**src/rtl/crs_pkg.sv**
```systemverilog
// crs_pkg: shared types and constants of the connection retry scheduler.
// Used by crs_cell and connection_retry_scheduler_unit; no dependencies.
`timescale 1ns / 1ps
`default_nettype none

package crs_pkg;

  localparam int SLOTS_DEF     = 16;
  localparam int TIME_BITS_DEF = 32;
  localparam int CNT_W         = 8;
  localparam int INTERVAL_W    = 16;
  localparam int SCOUNT_W      = 5;
  localparam int SLOT_W        = 4;
  localparam int OUT_TIME_W    = 32;
  localparam int WIDE_W        = 64;

  localparam logic [INTERVAL_W-1:0] DEFAULT_INTERVAL = 16'd5;

  localparam logic REG_RETRY_INTERVAL = 1'b0;
  localparam logic REG_SLOT_COUNT     = 1'b1;

  localparam logic ACT_SERVICE   = 1'b0;
  localparam logic ACT_MARK_DOWN = 1'b1;

  localparam logic [1:0] RES_PENDING = 2'd0;
  localparam logic [1:0] RES_DONE    = 2'd1;
  localparam logic [1:0] RES_FAILED  = 2'd2;
  // spare outcome code, handled as failed
  localparam logic [1:0] RES_SPARE   = 2'd3;

  typedef enum logic [1:0] {
    MODE_DOWN       = 2'd0,
    MODE_CONNECTING = 2'd1,
    MODE_CONNECTED  = 2'd2
  } mode_t;

  typedef enum logic [2:0] {
    EV_NONE         = 3'd0,
    EV_STARTED      = 3'd1,
    EV_START_FAILED = 3'd2,
    EV_CONNECTED    = 3'd3,
    EV_CONN_FAILED  = 3'd4,
    EV_MARKED_DOWN  = 3'd5,
    EV_BAD_SLOT     = 3'd6
  } event_t;

  typedef struct packed {
    logic       action;
    logic [1:0] open_result;
    logic       start_ok;
    logic       iv_zero;
  } cmd_t;

endpackage

`default_nettype wire

```
**src/rtl/connection_retry_scheduler_unit.sv**
```systemverilog
// connection_retry_scheduler_unit: top level; config registers, row of
// crs_cell slots, scan counter and result registers. Depends on crs_pkg, crs_cell.
//
//  port group   direction  transfer
//  command      in         start high while busy low
//  result       out        done high for one cycle, cannot be held off
//  config       in         wr_en high, register wr_index takes wr_data
//
// The addressed slot updates at the accepting edge; the earliest deadline
// then ripples through the cell row, one cell per cycle, and done rises
// once it has left the last cell; the result transfers at the next
// edge, where the next command may already be taken. The receiver cannot
// stall; a command waits only on busy.
// Synchronous reset puts every slot down, due at time 0.
`timescale 1ns / 1ps
`default_nettype none

module connection_retry_scheduler_unit #(
  parameter int SLOTS     = crs_pkg::SLOTS_DEF,
  parameter int TIME_BITS = crs_pkg::TIME_BITS_DEF
) (
  input  wire                              clk,
  input  wire                              rst,
  input  wire                              start,
  output logic                             busy,
  input  wire                              action,
  input  wire  [crs_pkg::SLOT_W-1:0]       slot,
  input  wire  [crs_pkg::OUT_TIME_W-1:0]   now,
  input  wire  [1:0]                       open_result,
  input  wire                              start_ok,
  output logic                             done,
  output logic [1:0]                       slot_mode,
  output logic [2:0]                       event_code,
  output logic [crs_pkg::OUT_TIME_W-1:0]   slot_deadline,
  output logic                             slot_never,
  output logic [crs_pkg::OUT_TIME_W-1:0]   next_deadline,
  output logic                             next_valid,
  input  wire                              wr_en,
  input  wire                              wr_index,
  input  wire  [crs_pkg::INTERVAL_W-1:0]   wr_data
);

  localparam int CW = $clog2(SLOTS + 1);

  logic [crs_pkg::INTERVAL_W-1:0] retry_interval;
  logic [crs_pkg::SCOUNT_W-1:0]   slot_count;
  logic [crs_pkg::CNT_W-1:0]      n_eff;
  logic [crs_pkg::INTERVAL_W-1:0] iv16;
  logic [crs_pkg::WIDE_W-1:0]     iv_wide;
  logic [crs_pkg::WIDE_W-1:0]     now_wide;
  logic [TIME_BITS-1:0]           now_m;
  logic [TIME_BITS-1:0]           iv_m;
  crs_pkg::cmd_t                  cmd;
  logic                           accept;
  logic                           bad;
  logic [CW-1:0]                  cnt;
  logic [crs_pkg::SLOT_W-1:0]     slot_q;
  crs_pkg::event_t                code_q;
  crs_pkg::event_t                ev_sel;

  logic [SLOTS-1:0]                 sel;
  logic [SLOTS-1:0]                 active;
  logic [SLOTS-1:0]                 tok_found;
  logic [SLOTS-1:0][TIME_BITS-1:0]  tok_best;
  crs_pkg::event_t [SLOTS-1:0]      ev;
  crs_pkg::mode_t  [SLOTS-1:0]      mode;
  logic [SLOTS-1:0][TIME_BITS-1:0]  deadline;
  logic [SLOTS-1:0]                 never;

  logic [1:0]                    rd_mode;
  logic [TIME_BITS-1:0]          rd_deadline;
  logic                          rd_never;
  logic [crs_pkg::WIDE_W-1:0]    rd_dl_wide;
  logic [crs_pkg::WIDE_W-1:0]    best_wide;

  always_ff @(posedge clk) begin
    if (rst) begin
      retry_interval <= '0;
      slot_count     <= crs_pkg::SCOUNT_W'(1);
    end else if (wr_en) begin
      unique case (wr_index)
        crs_pkg::REG_RETRY_INTERVAL: retry_interval <= wr_data;
        crs_pkg::REG_SLOT_COUNT:     slot_count     <= wr_data[crs_pkg::SCOUNT_W-1:0];
        default: ;
      endcase
    end
  end

  assign n_eff = ({3'b0, slot_count} > crs_pkg::CNT_W'(SLOTS)) ?
                 crs_pkg::CNT_W'(SLOTS) : {3'b0, slot_count};

  assign iv16 = (retry_interval != '0) ? retry_interval :
                (slot_count > crs_pkg::SCOUNT_W'(1)) ? crs_pkg::DEFAULT_INTERVAL : '0;

  assign iv_wide  = {48'b0, iv16};
  assign iv_m     = iv_wide[TIME_BITS-1:0];
  assign now_wide = {32'b0, now};
  assign now_m    = now_wide[TIME_BITS-1:0];

  assign cmd.action      = action;
  assign cmd.open_result = open_result;
  assign cmd.start_ok    = start_ok;
  assign cmd.iv_zero     = (iv16 == '0);

  assign accept = start && !busy;
  assign bad    = {4'b0, slot} >= n_eff;

  for (genvar i = 0; i < SLOTS; i++) begin : g_cell
    assign active[i] = crs_pkg::CNT_W'(i) < n_eff;
    assign sel[i]    = accept && !bad && ({4'b0, slot} == crs_pkg::CNT_W'(i));

    if (i == 0) begin : g_head
      crs_cell #(.TIME_BITS(TIME_BITS)) u_cell (
        .clk          (clk),
        .rst          (rst),
        .sel          (sel[i]),
        .active       (active[i]),
        .cmd          (cmd),
        .now          (now_m),
        .interval     (iv_m),
        .tok_found_in (1'b0),
        .tok_best_in  ('0),
        .tok_found    (tok_found[i]),
        .tok_best     (tok_best[i]),
        .ev           (ev[i]),
        .mode         (mode[i]),
        .deadline     (deadline[i]),
        .never        (never[i])
      );
    end else begin : g_link
      crs_cell #(.TIME_BITS(TIME_BITS)) u_cell (
        .clk          (clk),
        .rst          (rst),
        .sel          (sel[i]),
        .active       (active[i]),
        .cmd          (cmd),
        .now          (now_m),
        .interval     (iv_m),
        .tok_found_in (tok_found[i-1]),
        .tok_best_in  (tok_best[i-1]),
        .tok_found    (tok_found[i]),
        .tok_best     (tok_best[i]),
        .ev           (ev[i]),
        .mode         (mode[i]),
        .deadline     (deadline[i]),
        .never        (never[i])
      );
    end
  end

  always_comb begin
    ev_sel      = crs_pkg::EV_NONE;
    rd_mode     = '0;
    rd_deadline = '0;
    rd_never    = 1'b0;
    for (int i = 0; i < SLOTS; i++) begin
      if ({4'b0, slot} == crs_pkg::CNT_W'(i)) begin
        ev_sel = ev[i];
      end
      if ({4'b0, slot_q} == crs_pkg::CNT_W'(i)) begin
        rd_mode     = mode[i];
        rd_deadline = deadline[i];
        rd_never    = never[i];
      end
    end
  end

  assign rd_dl_wide = crs_pkg::WIDE_W'(rd_deadline);
  assign best_wide  = crs_pkg::WIDE_W'(tok_best[SLOTS-1]);

  always_ff @(posedge clk) begin
    if (rst) begin
      busy <= 1'b0;
      done <= 1'b0;
      cnt  <= '0;
    end else begin
      done <= busy && (cnt == CW'(SLOTS));
      if (accept) begin
        busy <= 1'b1;
        cnt  <= '0;
      end else if (busy) begin
        if (cnt == CW'(SLOTS)) begin
          busy <= 1'b0;
        end else begin
          cnt <= cnt + CW'(1);
        end
      end
    end
  end

  always_ff @(posedge clk) begin
    if (accept) begin
      slot_q <= slot;
      code_q <= bad ? crs_pkg::EV_BAD_SLOT : ev_sel;
    end
    if (busy && cnt == CW'(SLOTS)) begin
      event_code <= code_q;
      if (code_q == crs_pkg::EV_BAD_SLOT) begin
        slot_mode     <= '0;
        slot_deadline <= '0;
        slot_never    <= 1'b0;
      end else begin
        slot_mode     <= rd_mode;
        slot_deadline <= rd_dl_wide[crs_pkg::OUT_TIME_W-1:0];
        slot_never    <= rd_never;
      end
      next_valid    <= tok_found[SLOTS-1];
      next_deadline <= tok_found[SLOTS-1] ? best_wide[crs_pkg::OUT_TIME_W-1:0] : '0;
    end
  end

endmodule

`default_nettype wire

```
**src/rtl/crs_cell.sv**
```systemverilog
// crs_cell: one channel slot (mode, deadline, never-retry mark) and one
// link of the registered minimum chain. Depends on crs_pkg.
`timescale 1ns / 1ps
`default_nettype none

module crs_cell #(
  parameter int TIME_BITS = crs_pkg::TIME_BITS_DEF
) (
  input  wire                      clk,
  input  wire                      rst,
  input  wire                      sel,
  input  wire                      active,
  input  crs_pkg::cmd_t            cmd,
  input  wire  [TIME_BITS-1:0]     now,
  input  wire  [TIME_BITS-1:0]     interval,
  input  wire                      tok_found_in,
  input  wire  [TIME_BITS-1:0]     tok_best_in,
  output logic                     tok_found,
  output logic [TIME_BITS-1:0]     tok_best,
  output crs_pkg::event_t          ev,
  output crs_pkg::mode_t           mode,
  output logic [TIME_BITS-1:0]     deadline,
  output logic                     never
);

  crs_pkg::mode_t       mode_next;
  logic [TIME_BITS-1:0] deadline_next;
  logic                 never_next;
  logic [TIME_BITS:0]   sum;
  logic [TIME_BITS-1:0] sched;
  logic                 contrib;

  assign sum   = {1'b0, now} + {1'b0, interval};
  assign sched = sum[TIME_BITS] ? '1 : sum[TIME_BITS-1:0];

  always_comb begin
    mode_next     = mode;
    deadline_next = deadline;
    never_next    = never;
    ev            = crs_pkg::EV_NONE;
    if (cmd.action == crs_pkg::ACT_MARK_DOWN) begin
      if (mode == crs_pkg::MODE_CONNECTED) begin
        mode_next = crs_pkg::MODE_DOWN;
        ev        = crs_pkg::EV_MARKED_DOWN;
      end
    end else begin
      unique case (mode)
        crs_pkg::MODE_CONNECTING: begin
          if (cmd.open_result == crs_pkg::RES_DONE) begin
            mode_next = crs_pkg::MODE_CONNECTED;
            ev        = crs_pkg::EV_CONNECTED;
          end else if (cmd.open_result != crs_pkg::RES_PENDING) begin
            mode_next = crs_pkg::MODE_DOWN;
            ev        = crs_pkg::EV_CONN_FAILED;
          end
        end
        crs_pkg::MODE_DOWN: begin
          if (!never && now >= deadline) begin
            if (cmd.start_ok) begin
              mode_next = crs_pkg::MODE_CONNECTING;
              ev        = crs_pkg::EV_STARTED;
            end else begin
              ev = crs_pkg::EV_START_FAILED;
            end
          end
        end
        default: ;
      endcase
    end
    if (ev == crs_pkg::EV_MARKED_DOWN || ev == crs_pkg::EV_CONN_FAILED ||
        ev == crs_pkg::EV_START_FAILED) begin
      if (cmd.iv_zero) begin
        never_next    = 1'b1;
        deadline_next = '0;
      end else begin
        never_next    = 1'b0;
        deadline_next = sched;
      end
    end
  end

  always_ff @(posedge clk) begin
    if (rst) begin
      mode     <= crs_pkg::MODE_DOWN;
      deadline <= '0;
      never    <= 1'b0;
    end else if (sel) begin
      mode     <= mode_next;
      deadline <= deadline_next;
      never    <= never_next;
    end
  end

  // running minimum, handed on one cell per cycle
  assign contrib = active && mode == crs_pkg::MODE_DOWN && !never;

  always_ff @(posedge clk) begin
    tok_found <= tok_found_in | contrib;
    if (contrib && (!tok_found_in || deadline < tok_best_in)) begin
      tok_best <= deadline;
    end else begin
      tok_best <= tok_best_in;
    end
  end

endmodule

`default_nettype wire
```
**config.mk**
```make
export PLATFORM = sky130hd
export DESIGN_NAME = connection_retry_scheduler_unit
export DESIGN_NICKNAME = d
export VERILOG_FILES = /design/src/rtl/crs_pkg.sv /design/src/rtl/connection_retry_scheduler_unit.sv /design/src/rtl/crs_cell.sv
export SDC_FILE = /design/constraint.sdc
export NUM_CORES = 2
export LEC_CHECK = 0
export BUFFER_PORTS_ARGS = -buffer_cell sky130_fd_sc_hd__buf_2
export CAP_MARGIN = 20
export CORE_MARGIN = 1.5
export CORE_UTILIZATION = 30
export DETAILED_ROUTE_END_ITERATION = 16
export PLACE_DENSITY = 0.49
export RECOVER_POWER = 100
export REMOVE_ABC_BUFFERS = 1
export SLEW_MARGIN = 0
export SYNTH_ARGS = -nofsm -noshare
export SYNTH_HDL_FRONTEND = slang
export SYNTH_SLANG_ARGS = --single-unit
```
**constraint.sdc**
```tcl
create_clock -name clk -period 6.51 [get_ports clk]
set_clock_uncertainty 0.1 [all_clocks]
set_input_delay 1.302 -clock clk [delete_from_list [all_inputs] [get_ports clk]]
set_output_delay 1.302 -clock clk [all_outputs]
set_load 0.005 [all_outputs]
```
## Word-level counts from Yosys, hierarchy flattened

Cells that the tools add are included.

| word-level totals | value |
|---|---|
| register bits | 1194 |
| input port bits | 61 |
| word-level logic and storage cells | 796 |

| operators by class | value |
|---|---|
| equality and inequality tests | 177 |
| magnitude comparators | 50 |
| mux-type cells | 222 |
| add/sub/neg operators | 2 |
| bitwise operators | 17 |
| reductions and logical operators | 235 |

Operators by type and width:

| cell | count |
|---|---|
| two-way mux 32 bit | 33 |
| >= comparator 32 bit | 16 |
| less-than comparator 32 bit | 15 |
| two-way mux 3 bit | 59 |
| two-way mux 2 bit | 76 |
| equality test 3 bit (second input constant) | 33 |
| one-hot mux 3 bit (2 select lines) | 16 |
| AND reduction 6 bit | 16 |
| logical AND 1 bit | 82 |
| equality test 4 bit (second input constant) | 16 |
| one-hot mux 2 bit (2 select lines) | 16 |
| != test 4 bit (second input constant) | 15 |
| equality test 3 x 2 -> 1 bit (second input constant) | 16 |
| != test 3 x 2 -> 1 bit (second input constant) | 16 |
| != test 3 bit (second input constant) | 16 |
| nonzero test 3 bit | 16 |
| logical OR 1 bit | 47 |
| less-than comparator 4 x 5 -> 1 bit (first input constant) | 8 |
| AND reduction 2 bit | 19 |
| equality test 2 x 1 -> 1 bit (second input constant) | 17 |
| adder 32 x 16 -> 33 bit | 1 |
| logical NOT 1 bit | 33 |
| equality test 2 bit (second input constant) | 16 |
| equality test 4 x 3 -> 1 bit (second input constant) | 8 |
| 23 further kinds | 97 |

## Longest topological paths before layout

| depth | value |
|---|---|
| depth in word-level cells | 21 |
| gate-level depth with buffers | 20 |
| gate-level depth less buffers | 16 |

## By module

From an unflattened synthesis, not the netlist that was laid out.

| second synthesis, totals | value |
|---|---|
| cells, all modules | 12011 |
| area, all modules | 101117.0 µm² |

By module, submodules not included:

| module | times used | cells an instance | area an instance (µm²) |
|---|---|---|---|
| crs_cell (g_cell[10].g_link.u_cell ...) | 9 | 662 | 5652.9 |
| crs_cell (g_cell[0].g_head.u_cell ...) | 4 | 665 | 5599.1 |
| crs_cell (g_cell[8].g_link.u_cell ...) | 2 | 725 | 5731.7 |
| connection_retry_scheduler_unit | 1 | 1283 | 10707.8 |
| crs_cell (g_cell[15].g_link.u_cell) | 1 | 660 | 5672.9 |

## Worst setup path before layout

No wires, ideal clock.

| path | value |
|---|---|
| path kind | input to register |
| start point | in now[0] (netlist name) |
| end point | reg g_cell[13].g_link.u_cell.deadline[18] |
| setup slack | 2.239 ns |
| setup time | 0.128 ns |
| required time | 6.282 ns |
| arrival | 4.044 ns |
| stages | 14 |
| cell sequence | inv_1 ha_1 nand2b_1 a21o_1 a211oi_1 o31a_1 o31ai_1 a31oi_1 or3b_2 a21boi_1 buf_4 buf_2 mux2i_1 nor2_1 |

| on the way | value |
|---|---|
| word-level cells in the longest chain between the ends | 9 |

Ends and longest elaborated chain:

| element | RTL line | source |
|---|---|---|
| start: declaration | connection_retry_scheduler_unit.sv:28 | `input wire [crs_pkg::OUT_TIME_W-1:0] now,` |
| >= comparator 32 bit | crs_cell.sv:58 | `if (!never && now >= deadline) begin` |
| logical AND 1 bit | crs_cell.sv:58 |  |
| two-way mux 2 bit | crs_cell.sv:58 |  |
| one-hot mux 3 bit (2 select lines) | crs_cell.sv:47 | `unique case (mode)` |
| two-way mux 3 bit | crs_cell.sv:41 | `if (cmd.action == crs_pkg::ACT_MARK_DOWN) begin` |
| equality test 3 bit | crs_cell.sv:70 | `if (ev == crs_pkg::EV_MARKED_DOWN \|\| ev == crs_pkg::EV_CONN_FAILED \|\|` |
| logical OR 1 bit (2 in series) | crs_cell.sv:70 |  |
| AND reduction 2 bit (no source line) | - |  |
| end signal: assignment | crs_cell.sv:89 | `deadline <= deadline_next;` |
| end: declaration | crs_cell.sv:22 | `output logic [TIME_BITS-1:0] deadline,` |

Parallel ways exist; a longest one is shown, timed or not.
A chain may end at the register's enable or synchronous reset.

## Final worst setup path

| path | value |
|---|---|
| start point | reg slot_count[2] (netlist name) |
| end point | reg g_cell[7].g_link.u_cell.deadline[30] |

| on the way | value |
|---|---|
| word-level cells in the longest chain between the ends | 7 |

Ends and longest elaborated chain:

| element | RTL line | source |
|---|---|---|
| start: declaration | connection_retry_scheduler_unit.sv:46 | `logic [crs_pkg::SCOUNT_W-1:0] slot_count;` |
| start signal: assignment | connection_retry_scheduler_unit.sv:79 | `slot_count <= crs_pkg::SCOUNT_W'(1);` |
| start signal: assignment | connection_retry_scheduler_unit.sv:83 | `crs_pkg::REG_SLOT_COUNT: slot_count <= wr_data[crs_pkg::SCOUNT_W-1:0];` |
| parallel branches: the longest is 7 deep, another holds adder 32 x 16 -> 33 bit | - |  |
| end signal: assignment | crs_cell.sv:89 |  |
| end: declaration | crs_cell.sv:22 |  |

Several ways; the timed one is not identified.

==> reports/results.ini <==
[status]
outcome=finished with violations
failed_checks=max-capacitance violations, max-slew violations

[synthesis]
yosysUniqueCellTypes=93
synthAdderAreaFrac=0.1757
post_synth_mux_area_share=0.1048
synth_top_family_by_area=adder cells
mappedNetlistArea_sq_um=71240
netlist_instances=8060
ys_seq_elements=1194
synthesis.area_per_instance_sq_um=8.839
yosys.area_share.simple=0.1304
async_flop_share=0
edff_count_synth=78
ys.flop_type=dfxtp_1
synthXorXnorAreaFrac=0.002951
yosys_warnings=0
synth-seq-area-share=0.3465
compound_gate_fraction_of_synth_area=0.1650

[final_layout]
fin_util=0.3442
finalNetCount=9256
area_delta_synth_final_pct=13.83
layout-drive-gt1-share=0.07031

[die]
area_of_the_placeable_core_sq_um=235600
initial_core_util=0.3023
fp.dieH_microns=490.3
chipWidth_microns=490.3
die-area_sq_um=240400
fp-row-count=178
ioPinCount=134

[setup_path]
setup.worst_path.start=slot_count[2]
worst-path-max-fanout=16
worstRegToRegCells=16
critical_path_required_ns=7.03
critical_path_arrival_ns=6.35
critPathKind=reg2reg
worstSetupStartpointType=register
critPathCaptureType=register
r2r_start=slot_count[2]

[cts]
cts.reportedPaths.clkPinSlew_ns=0.06
clock_insertion_delay_worst_skew_ns=0.81
cts_max_path_buffers=3
root_buffer=clkbuf_16
cts-buffers-inserted=148
cts_num_sinks=1194
cts.hold.buffers_added=0
ctsHtreeMaxLevel=4
post_cts_resized=0
postCtsSetupRepairBufs=0
tritoncts_clock_tree=done

[global_route]
grt-busiest-layer=met2
grt_use_total=0.2091
gr-usage-met1=0.2760
overflow=0
groute.layer.met2.usage=0.3420
antenna_found_initial=11
first_pass_grt_wire_length_microns=379900
grt_use_met3=0.02443
grt_pass1_vias=58829
grt_max_degree=150

[power]
worst_ir_drop_vdd_uv=238.4
leakagePower_nw=31.28
power_density_nw_per_um2=219.1

[route]
postRouteAntennaNets=0
number_of_drc_violations_after_detailed_routing_iteration_0=4407
wl_per_cell_microns=22.51
drc_errors=0
avgViaCountPerCell=5.136
total_detailed_routing_wirelength_microns=258300
num_vias=58926
firstDrtPassIters=8

[sta]
tmin_final_ns=5.824
finalSetupViolCount=0
tightestPinTransition_ns=4.716
rsz_0062_raised_after_global_routing=no
setup-tns-final_ns=0
final_max_slew_viol_count=586
slew_headroom=-2.144
fin_crit_sh=0.8946
fmax_mhz=171.7
hold_viol_final=0

[placed_design]
detailedPlacementHpwl_microns=205100
global_placement_routability_congestion=0.9306
placement.io_buffers=133

[hold_path]
worst_hold_path_type=reg2reg
hold_depth=1
holdCritStartpoint=g_cell[6].g_link.u_cell.tok_found

[flow_run]
count_of_maximum_capacitance_violations=18

==> synth_stat cells, drive strengths merged, types with 83 or more instances <==
cell type / n / share of area
nand2: 382 / 0.020
a21o: 181 / 0.019
dfxtp: 1116 / 0.31
nor2: 656 / 0.035
nor3: 102 / 0.0072
mux2i: 718 / 0.10
inv: 1000 / 0.053
nor2b: 83 / 0.0073
nand2b: 236 / 0.021
clkbuf: 240 / 0.013
a22oi: 102 / 0.011
a21oi: 452 / 0.033
nand3: 116 / 0.0081
buf: 131 / 0.0093
o21ai: 373 / 0.026
ha: 999 / 0.18
a211oi: 140 / 0.015
nand4: 121 / 0.011
o22ai: 147 / 0.013
==> state kept, by name, indices dropped and copies added (netlist names), 4 cells and up <==
signal	cells
cnt	5
slot_q	4
g_cell.g_link.u_cell.tok_best	480
slot_deadline	32
retry_interval	16
next_deadline	32
slot_count	5
g_cell.g_head.u_cell.deadline	32
g_cell.g_link.u_cell.tok_found	15
g_cell.g_link.u_cell.deadline	480
g_cell.g_link.u_cell.mode	30
g_cell.g_link.u_cell.never	15
g_cell.g_head.u_cell.tok_best	32
==> through the flow <==
step | cell area [sq um] | power [W] | cells | setup WS (ns) | hold slack, ns
2_1_floorplan | 69680 | 0.008420 | 7689 | -0.9107 | 0.3112
4_1_cts | 81620 | 0.01797 | 11466 | 1.138 | 0.3474
5_1_grt | 81090 | 0.01835 | 11472 | 0.5076 | 0.3771
3_5_place_dp | 76600 | 0.009389 | 11191 | 0.5934 | 0.3316
3_3_place_gp | 76600 | 0.009368 | 11190 | 0.4744 | 0.3423
6_report | 81100 | 0.01777 | 11474 | 0.6862 | 0.3487
==> worst max-delay path, stage by stage, from the launching register on <==
cell	delay [ns]
dfxtp_1	0.31
nor3_1	0.32
nand2b_1	0.10
buf_4	0.23
nor2b_1	0.17
or2_2	0.29
ha_1	0.34
a21o_1	0.13
a21oi_1	0.11
o21a_1	0.22
or4b_1	0.59
a31oi_1	0.43
o21ai_2	0.21
or4b_2	0.67
nand3_1	0.18
clkbuf_1	1.00
o21ai_0	0.24
==> power breakdown <==
group / internal [W] / switching [W]
sequential: 0.00741 / 0.0000349
combinational: 0.000530 / 0.00126
clock: 0.00505 / 0.00348
total: 0.0130 / 0.00478
==> metal layers <==
| layer | vias up | part of all wire |
|---|---|---|
| li1 | 28689 | - |
| met1 | 28275 | 0.45 |
| met2 | 1557 | 0.45 |
| met3 | 403 | 0.047 |
| met4 | 2 | 0.046 |
| met5 | - | 0.000046 |
==> cells in the final DEF, fill, tap and decap left out, types with 23 or more instances in the layout <==
cell	Yosys	routed
and2_1	76	48
nand3b_1	31	31
buf_4	7	140
a31oi_1	64	65
dfxtp_1	1116	1116
a221oi_1	39	39
o31ai_1	33	32
nor2_1	656	647
o22ai_1	147	147
a21o_1	181	181
nand3_1	116	116
a211oi_1	132	131
o211ai_1	27	27
clkbuf_1	240	138
mux2_2	23	23
and2_0	1	29
nand2_1	382	381
mux2i_1	718	718
clkbuf_16	0	155
o21a_1	42	42
nor3_1	101	97
nor4_1	26	26
a222oi_1	25	25
edfxtp_1	78	78
a21oi_1	442	444
o21ai_0	362	367
nor2b_1	83	82
buf_2	89	82
inv_1	1000	1000
nand2b_1	236	235
ha_1	999	999
nand4_1	121	121
a22oi_1	102	102
clkbuf_8	0	31
==> cell families (layout without fill, tap and decap cells) <==
group           count (synthesis)  after routing
buf+inv                      1371           1631
fa+ha+maj                    1000           1000
xor+xnor                       24             24
flops                        1194           1194
other cells                     0              4
simple gates                 1923           1923
compound gates               1806           1806
mux                           742            742
==> area by class of cell <==
cell class / instances / area [sq um]
timing repair buffer: 356 / 2308
sequential: 1194 / 24680
clock inverter: 55 / 585.6
antenna: 4 / 10.01
multi-input combinational: 5495 / 41380
inverter: 1000 / 3754
tap: 3150 / 3941
fill: 24400 / 154500
clock buffer: 220 / 4433
==> final timing paths <==
kind / end / slack [ns]
worst min-delay path: g_cell[7].g_link.u_cell.tok_found / 0.35
worst max register to register: g_cell[7].g_link.u_cell.deadline[30] / 0.69
worst max-delay path: g_cell[7].g_link.u_cell.deadline[30] / 0.69
worst min register to register: g_cell[7].g_link.u_cell.tok_found / 0.35
(Power assumes the default switching activity.)
